**src/rtl/ilist_pkg.sv**
```systemverilog
`default_nettype none

package ilist_pkg;

  localparam int DEPTH      = 16;
  localparam int ELEM_WIDTH = 32;

  localparam int OP_W   = 3;
  localparam int POS_W  = 5;
  localparam int WORD_W = 32;
  localparam int ST_W   = 2;

  localparam int IDX_W = (DEPTH > 1) ? $clog2(DEPTH) : 1;
  localparam int CNT_W = $clog2(DEPTH + 1);
  localparam int CMP_W = (POS_W > CNT_W) ? POS_W : CNT_W;

  typedef logic [ELEM_WIDTH-1:0] elem_t;

  typedef enum logic [OP_W-1:0] {
    OP_GET      = 3'd0,
    OP_SET      = 3'd1,
    OP_APPEND   = 3'd2,
    OP_INSERT   = 3'd3,
    OP_REMOVE   = 3'd4,
    OP_POP      = 3'd5,
    OP_CLEAR    = 3'd6,
    OP_CONTAINS = 3'd7
  } op_t;

  typedef enum logic [ST_W-1:0] {
    ST_OK    = 2'd0,
    ST_RANGE = 2'd1,
    ST_FULL  = 2'd2,
    ST_EMPTY = 2'd3
  } status_t;

  typedef enum logic [1:0] {
    CELL_HOLD,
    CELL_LOAD,
    CELL_FROM_LOWER,
    CELL_FROM_UPPER
  } cell_op_t;

endpackage

`default_nettype wire

```
**src/rtl/indexed_list_engine_top.sv**
```systemverilog
// channel | ports                                                 | direction
// --------+-------------------------------------------------------+----------
// request | in_valid in_stall in_operation in_position in_word_in | in
// result  | out_valid out_stall out_word_out out_found            | out
//         | out_entry_count out_status                            |
//
// one request per cycle while in_stall is low; its result is registered and shows the next cycle
// every command completes through the shifting row of entry cells
// in_stall is high only while a result is held and out_stall is high
// reset clears the entry count and the result valid flag, entry words are kept
`default_nettype none

module indexed_list_engine_top (
  input  wire logic                          clk,
  input  wire logic                          rst_n,
  input  wire logic                          in_valid,
  output logic                               in_stall,
  input  wire logic [ilist_pkg::OP_W-1:0]    in_operation,
  input  wire logic [ilist_pkg::POS_W-1:0]   in_position,
  input  wire logic [ilist_pkg::WORD_W-1:0]  in_word_in,
  output logic                               out_valid,
  input  wire logic                          out_stall,
  output logic [ilist_pkg::WORD_W-1:0]       out_word_out,
  output logic                               out_found,
  output logic [ilist_pkg::POS_W-1:0]        out_entry_count,
  output logic [ilist_pkg::ST_W-1:0]         out_status
);

  localparam int DEPTH = ilist_pkg::DEPTH;
  localparam int CNT_W = ilist_pkg::CNT_W;
  localparam int CMP_W = ilist_pkg::CMP_W;
  localparam int IDX_W = ilist_pkg::IDX_W;

  logic                   in_fire;
  ilist_pkg::op_t         op;
  ilist_pkg::elem_t       word;
  logic [CMP_W-1:0]       pos_w;
  logic [CMP_W-1:0]       fill_w;
  logic [CMP_W-1:0]       rd_sel;
  ilist_pkg::elem_t       rd_word;

  logic [CNT_W-1:0]       fill_r;
  logic [CNT_W-1:0]       fill_nxt;
  logic                   full;

  logic                   do_set;
  logic                   do_append;
  logic                   do_insert;
  logic                   do_remove;

  ilist_pkg::cell_op_t    cell_op [DEPTH];
  ilist_pkg::elem_t       cell_q  [DEPTH];
  logic [DEPTH-1:0]       cell_match;
  logic [DEPTH-1:0]       hit_v;

  ilist_pkg::status_t     status;
  ilist_pkg::elem_t       word_o;
  logic                   found_o;

  logic                                out_valid_r;
  logic                                out_valid_nxt;
  logic [ilist_pkg::WORD_W-1:0]        out_word_r;
  logic                                out_found_r;
  logic [ilist_pkg::POS_W-1:0]         out_count_r;
  ilist_pkg::status_t                  out_status_r;

  assign in_stall = out_valid_r && out_stall;
  assign in_fire  = in_valid && !in_stall;

  assign op     = ilist_pkg::op_t'(in_operation);
  assign word   = ilist_pkg::ELEM_WIDTH'(in_word_in);
  assign pos_w  = CMP_W'(in_position);
  assign fill_w = CMP_W'(fill_r);
  assign full   = (fill_r == CNT_W'(DEPTH));

  // pop reads the last entry, get and remove read at the position
  assign rd_sel  = (op == ilist_pkg::OP_POP) ? (fill_w - 1'b1) : pos_w;
  assign rd_word = cell_q[rd_sel[IDX_W-1:0]];

  always_comb begin
    status    = ilist_pkg::ST_OK;
    word_o    = '0;
    found_o   = 1'b0;
    fill_nxt  = fill_r;
    do_set    = 1'b0;
    do_append = 1'b0;
    do_insert = 1'b0;
    do_remove = 1'b0;
    case (op)
      ilist_pkg::OP_GET: begin
        if (pos_w >= fill_w) status = ilist_pkg::ST_RANGE;
        else word_o = rd_word;
      end
      ilist_pkg::OP_SET: begin
        if (pos_w >= fill_w) status = ilist_pkg::ST_RANGE;
        else do_set = 1'b1;
      end
      ilist_pkg::OP_APPEND: begin
        if (full) begin
          status = ilist_pkg::ST_FULL;
        end else begin
          do_append = 1'b1;
          fill_nxt  = fill_r + 1'b1;
        end
      end
      ilist_pkg::OP_INSERT: begin
        if (pos_w > fill_w) begin
          status = ilist_pkg::ST_RANGE;
        end else if (full) begin
          status = ilist_pkg::ST_FULL;
        end else begin
          do_insert = 1'b1;
          fill_nxt  = fill_r + 1'b1;
        end
      end
      ilist_pkg::OP_REMOVE: begin
        if (pos_w >= fill_w) begin
          status = ilist_pkg::ST_RANGE;
        end else begin
          word_o    = rd_word;
          do_remove = 1'b1;
          fill_nxt  = fill_r - 1'b1;
        end
      end
      ilist_pkg::OP_POP: begin
        if (fill_r == '0) begin
          status = ilist_pkg::ST_EMPTY;
        end else begin
          word_o   = rd_word;
          fill_nxt = fill_r - 1'b1;
        end
      end
      ilist_pkg::OP_CLEAR: begin
        fill_nxt = '0;
      end
      ilist_pkg::OP_CONTAINS: begin
        found_o = |hit_v;
      end
      default: begin
        status = ilist_pkg::ST_OK;
      end
    endcase
  end

  for (genvar i = 0; i < DEPTH; i++) begin : g_cell
    localparam logic [CMP_W-1:0] IDX      = CMP_W'(i);
    localparam logic [CMP_W-1:0] IDX_NEXT = CMP_W'(i + 1);

    ilist_pkg::elem_t lower_d;
    ilist_pkg::elem_t upper_d;

    if (i == 0) begin : g_first
      assign lower_d = '0;
    end else begin : g_mid_lo
      assign lower_d = cell_q[i-1];
    end

    if (i == DEPTH - 1) begin : g_last
      assign upper_d = '0;
    end else begin : g_mid_hi
      assign upper_d = cell_q[i+1];
    end

    always_comb begin
      cell_op[i] = ilist_pkg::CELL_HOLD;
      if (in_fire) begin
        if ((do_set && pos_w == IDX) || (do_append && fill_w == IDX) ||
            (do_insert && pos_w == IDX)) begin
          cell_op[i] = ilist_pkg::CELL_LOAD;
        end else if (do_insert && IDX > pos_w && IDX <= fill_w) begin
          cell_op[i] = ilist_pkg::CELL_FROM_LOWER;
        end else if (do_remove && IDX >= pos_w && IDX_NEXT < fill_w) begin
          cell_op[i] = ilist_pkg::CELL_FROM_UPPER;
        end
      end
    end

    ilist_cell u_cell (
      .clk     (clk),
      .op      (cell_op[i]),
      .word    (word),
      .lower_q (lower_d),
      .upper_q (upper_d),
      .q       (cell_q[i]),
      .match   (cell_match[i])
    );

    assign hit_v[i] = cell_match[i] && (IDX < fill_w);
  end

  always_comb begin
    out_valid_nxt = out_valid_r;
    if (in_fire) out_valid_nxt = 1'b1;
    else if (!out_stall) out_valid_nxt = 1'b0;
  end

  always_ff @(posedge clk) begin
    if (!rst_n) begin
      fill_r      <= '0;
      out_valid_r <= 1'b0;
    end else begin
      out_valid_r <= out_valid_nxt;
      if (in_fire) fill_r <= fill_nxt;
    end
  end

  always_ff @(posedge clk) begin
    if (in_fire) begin
      out_word_r   <= ilist_pkg::WORD_W'(word_o);
      out_found_r  <= found_o;
      out_count_r  <= ilist_pkg::POS_W'(fill_nxt);
      out_status_r <= status;
    end
  end

  assign out_valid       = out_valid_r;
  assign out_word_out    = out_word_r;
  assign out_found       = out_found_r;
  assign out_entry_count = out_count_r;
  assign out_status      = out_status_r;

endmodule

`default_nettype wire

```
**src/rtl/ilist_cell.sv**
```systemverilog
`default_nettype none

module ilist_cell (
  input  wire logic              clk,
  input  wire ilist_pkg::cell_op_t op,
  input  wire ilist_pkg::elem_t  word,
  input  wire ilist_pkg::elem_t  lower_q,
  input  wire ilist_pkg::elem_t  upper_q,
  output ilist_pkg::elem_t       q,
  output logic                   match
);

  ilist_pkg::elem_t data_r;
  ilist_pkg::elem_t data_nxt;

  always_comb begin
    case (op)
      ilist_pkg::CELL_LOAD:       data_nxt = word;
      ilist_pkg::CELL_FROM_LOWER: data_nxt = lower_q;
      ilist_pkg::CELL_FROM_UPPER: data_nxt = upper_q;
      default:                    data_nxt = data_r;
    endcase
  end

  always_ff @(posedge clk) begin
    data_r <= data_nxt;
  end

  assign q     = data_r;
  assign match = (data_r == word);

endmodule

`default_nettype wire

```
**config.mk**
```make
export PLATFORM = sky130hd
export DESIGN_NAME = indexed_list_engine_top
export DESIGN_NICKNAME = d
export VERILOG_FILES = /design/src/rtl/ilist_pkg.sv /design/src/rtl/indexed_list_engine_top.sv /design/src/rtl/ilist_cell.sv
export SDC_FILE = /design/constraint.sdc
export NUM_CORES = 2
export LEC_CHECK = 0
export BUFFER_PORTS_ARGS = -buffer_cell sky130_fd_sc_hd__buf_2
export CAP_MARGIN = 15
export CORE_AREA = 2 2 303 305
export CTS_CLUSTER_DIAMETER = 200
export DETAILED_ROUTE_END_ITERATION = 7
export DIE_AREA = 0 0 305 307
export PLACE_DENSITY = 0.67
export SLEW_MARGIN = 20
export SYNTH_ARGS = -nofsm -noshare
export SYNTH_HDL_FRONTEND = slang
export SYNTH_HIERARCHICAL = 1
export SYNTH_SLANG_ARGS = --single-unit
```
**constraint.sdc**
```tcl
create_clock -name clk -period 7.75 [get_ports clk]
set_clock_uncertainty 0.1 [all_clocks]
set_input_delay 0.775 -clock clk [delete_from_list [all_inputs] [get_ports clk]]
set_output_delay 0.775 -clock clk [all_outputs]
set_load 0.005 [all_outputs]
```
After elaboration in Yosys (flattened, before gate mapping)
Index checks and enable logic that the tools add are counted.
- register bits: 558
- bits of input ports: 44
- output and inout bits: 42
- logic and storage cells: 487
- $add $sub $neg: 2
- magnitude comparators: 68
- equality and inequality tests: 103
- muxes and demuxes: 106
- bitwise gates (word level): 1
- reductions and logical operators: 185
- operators with widths (operator ; count):
    32-bit one-hot mux with 3 select lines ; 16
    32-bit equality test ; 16
    2-bit two-way mux ; 67
    1-bit logical AND ; 130
    32-bit binary-select mux with 4-bit select ; 1
    32-bit two-way mux ; 4
    5-bit by 4-bit equality test with 1-bit output (second input constant) ; 16
    2-bit equality test (second input constant) ; 32
    32-bit one-hot mux with 2 select lines ; 1
    3-bit nonzero test ; 16
    5-bit by 3-bit equality test with 1-bit output (second input constant) ; 8
    4-bit by 5-bit greater-or-equal comparator with 1-bit output (first input constant) ; 8
    4-bit by 5-bit greater-than comparator with 1-bit output (first input constant) ; 8
    4-bit by 5-bit <= comparator with 1-bit output (first input constant) ; 8
    4-bit by 5-bit less-than comparator with 1-bit output (first input constant) ; 8
    2-bit by 1-bit equality test with 1-bit output (second input constant) ; 16
    1-bit logical OR ; 32
    5-bit one-hot mux with 5 select lines ; 1
    5-bit by 2-bit equality test with 1-bit output (second input constant) ; 4
    3-bit by 5-bit greater-or-equal comparator with 1-bit output (first input constant) ; 4
    3-bit by 5-bit greater-than comparator with 1-bit output (first input constant) ; 4
    3-bit by 5-bit <= comparator with 1-bit output (first input constant) ; 4
    3-bit by 5-bit less-than comparator with 1-bit output (first input constant) ; 4
    5-bit two-way mux ; 4
    30 further kinds ; 53

Longest topological paths before layout
- word-level depth: 11
- gate-level depth with buffers: 15
- depth with buffers taken out: 9

By module
The synthesis kept the hierarchy.
- modules (own cells, without submodules) (module ; instances ; cells an instance ; area an instance (µm²) ; sequential area each (µm²)):
    ilist_cell ; 16 ; 183 ; 1986.9 ; 960.9
    indexed_list_engine_top ; 1 ; 1025 ; 8643.3 ; 1321.3

Worst setup path after synthesis
No wires, ideal clock.
- kind: input to register
- start: in in_position[0] in the netlist's numbering
- end: reg g_cell[15].u_cell.data_r[0], enable pin
- setup time: 375 ps
- data arrival time: 3618 ps
- data required time: 7275 ps
- setup slack: 3658 ps
- stages on the path: 11
- path buffers: 3
- path through: clkinv_1 -> clkbuf_1 -> ha_1 -> nand2b_1 -> a221oi_1 -> nand3_1 -> or4_1 -> a31oi_1 -> buf_4 -> buf_6 -> or2_2
- RTL lines (element ; RTL line ; source):
    from (decl) ; indexed_list_engine_top.sv:19 ; input wire logic [ilist_pkg::POS_W-1:0] in_position,
    to (signal assigned) ; ilist_cell.sv:26 ; data_r <= data_nxt;
    to (decl) ; ilist_cell.sv:13 ; ilist_pkg::elem_t data_r;

==> summary.txt <==
Power and ir drop
  • Internal power: 5460 uW
  • Switch Pwr: approximately 2000 uW
  • Sequential Power Share: 0.455
  • Switching part of the total power: 0.266
  • Clk pwr share: 0.420
  • P_leak: between 0.01 and 0.015 uW
  • Part of the power in combinational logic: 0.125
  • Pwr dens: around 170 nW/um2
  • Peak supply drop: ~160 uV

Cells and area
  • Most frequent cells in the layout: nor2_1 (553), edfxtp_1 (552), a21oi_1 (528)
  • Nets: 3993
  • Share of cells above drive strength 1: 0.106
  • Final core occ: 0.484
  • Commonest non-fill, non-tap cell in the layout: nor2_1
  • Area grow syn2layout: 8.55%
  • Design area: between 40000 and 50000 um2

Synth
  • Mapped Cells: 3953
  • Share of the synthesized area in the top cell type: 0.410
  • Avg Cell Area, Syn: 10.2 um2
  • #FFs+latches synth: about 560
  • Async SR Flop Fraction: 0
  • Synth top area cells: edfxtp_1 (41%), mux2i_1 (13%), xor2_1 (11%)
  • Number of synthesized flops with an enable pin: about 550
  • Synth cell types: between 70 and 80
  • Yosys warns: 6
  • Register area share after synthesis: 0.413
  • Post-synth design cell area: roughly 40000 um2
  • Main synth FF type: edfxtp_1
  • Post-synth top area cell: edfxtp_1

STA
  • Total negative slack: 0 ps
  • Setup ws final: around 2100 ps
  • Max Clock Freq: ~0.18 GHz
  • RSZ-0062 raised after global routing: no
  • Slew HR: 0.225
  • Tmin final: ~5600 ps
  • Worst-Margin Slew: about 1100 ps
  • Hold Vio Cnt, Final: 0
  • Final setup violating endpoints: 0
  • Max Slew Vio Count: 0
  • Final cycle utilization of the critical path: 0.723

Critical path
  • R2r startpoint: fill_r[4]$_SDFFE_PN0P_
  • Arr. time, crit path: 5740 ps
  • CP Class: flip-flop to flip-flop
  • WP data required: a little under 8000 ps
  • CP Launch Point: fill_r[4]$_SDFFE_PN0P_
  • Crit Path Max Fanout: 33
  • Startpoint Class: flip-flop
  • Crit path capture type: flip-flop

Detailed routing
  • DR iter-0 viols: 2762
  • Via density: just over 6
  • Router iterations before antenna repair: 8
  • WL final: 123000 um
  • Post-route ant nets: 0
  • Wire per inst: about 24 um
  • Vias: 31228
  • Residual DRC: 1

Clock network
  • CTS tree: yes
  • PostCTS Resize Cnt: 0
  • Htree depth: 3
  • Total CTS buffers: 66
  • Hold-fix buffers, CTS: 0
  • Clk sinks: 558
  • Reg clk slew, reported paths: ~50 ps
  • Root Driver: clkbuf_16
  • # Post-CTS Setup Buffers: 0
  • Max Root-Sink Buffers: 3
  • Clk_lat worst skew: roughly 630 ps

Floorplan
  • Initial Utilization: 0.446
  • DIE WIDTH: 305 um
  • Ports: 86
  • Core area: around 91000 um2
  • Die area: 93600 um2
  • Row Count: around 110
  • Die height: 307 um

Global routing
  • GRT Residual Overflow: 0
  • Initial antenna violation count: 4
  • GRT Overall Usage: 0.256
  • Global-route wire length before repair: between 150000 and 200000 um
  • Vias in the first global route: between 30000 and 40000
  • Largest net degree at the start of global routing: 98

Outcome
  • Status: complete, but fails checks
  • Failing checks: DRC

Min path
  • Hold_sp: in_valid
  • Worst Hold Class: input port to flip-flop

Run
  • Max_cap viols: 0

Placement
  • Port Buffers: 85
  • DP HPWL: 86200 um
  • GPL Wtd Cong: approximately 0.96
  • Post-DP Area: around 42000 um2
  • Pre-CTS setup slack: approximately 2000 ps
synth_stat cells, drive strengths merged (4+ instances only):
library cell  number
dfxtp              6
nor2             560
o21bai             4
a21oi            543
mux2i            514
o41ai              4
buf              204
a211oi            39
nor3              16
nand2             39
inv              113
nor4             132
a221oi            68
or2               17
nand2b             5
o31ai              4
clkbuf           105
nand3             17
mux4              64
a32oi              9
a21o               4
xor2             513
nand4             99
ha                 9
and2               4
nor2b              5
o211ai           170
mux2              35
o21ai             27
a31oi             20
edfxtp           552
sequential cells by signal, indices dropped and copies added (netlist names):
register         cells
fill_r               5
out_status           2
out_entry_count      5
out_valid            1
out_word_out        32
g_cell.u_cell/q    512
out_found            1
worst paths after layout:
kind	endpoint	slack (ps)	cells past startpoint
setup reg to reg	g_cell[8].u_cell/q[24]$_DFFE_PP_	2150	9
hold reg to reg	out_valid$_SDFFE_PN0P_	490	3
setup / recovery	g_cell[8].u_cell/q[24]$_DFFE_PP_	2150	9
hold / removal	out_valid$_SDFFE_PN0P_	310	2
through the flow:
step / total power [uW] / hold WS, ps / cells
after detailed placement: 4360 / 487 / 5058
after global routing: 7660 / 305 / 5176
after global placement: 4350 / 463 / 5058
final: 7440 / 307 / 5177
after CTS: 7470 / 279 / 5176
after floorplan: 4020 / 485 / 4016
power groups by stage:
stage	Combinational (uW)	Clock (uW)	Sequential, uW
3_3_place_gp	898	0	3450
5_1_grt	1000	3270	3390
2_1_floorplan	580	0	3440
4_1_cts	919	3170	3390
6_report	933	3120	3390
3_5_place_dp	914	0	3450
critical path, cell delays in order, from the launching register on:
cell and delay (ps):
dfxtp_1 740, inv_1 470, ha_1 440, and4_1 260, a221o_1 510, nor2_2 700, o221ai_1 450, a31oi_4 260
buf_4 490, or2_2 760
per-layer routing:
metal	vias up	global-route usage	wire, um
met5	-	0	32
met4	4	0.113	5970
met3	269	0.0276	7270
met2	1258	0.433	59600
met1	14999	0.331	50200
li1	14698	-	-
cell families (layout without fill, tap and decap cells):
family                     Yosys count  after routing  synth area share
AOI/OAI and AO/OA                  920            920             0.139
buffers and inverters              425            399            0.0567
muxes                              613            613             0.173
DFF                                558            558             0.413
adders and majority gates           10             10           0.00303
and+or+nand+nor                    912            912             0.104
other                                1             65         0.0000927
xor gates and xnor gates           514            514             0.111
cell type report:
cell class	count	area, um2
well taps	1186	1480
repair buffers	165	1050
fillers	8193	46800
flip-flops and latches	558	16700
multi-input cells	3033	22100
clock inverters	41	433
inverters	116	435
diodes	1	2.50
clock buffers	77	1690
No activity file was read; power rests on OpenSTA's default activity.
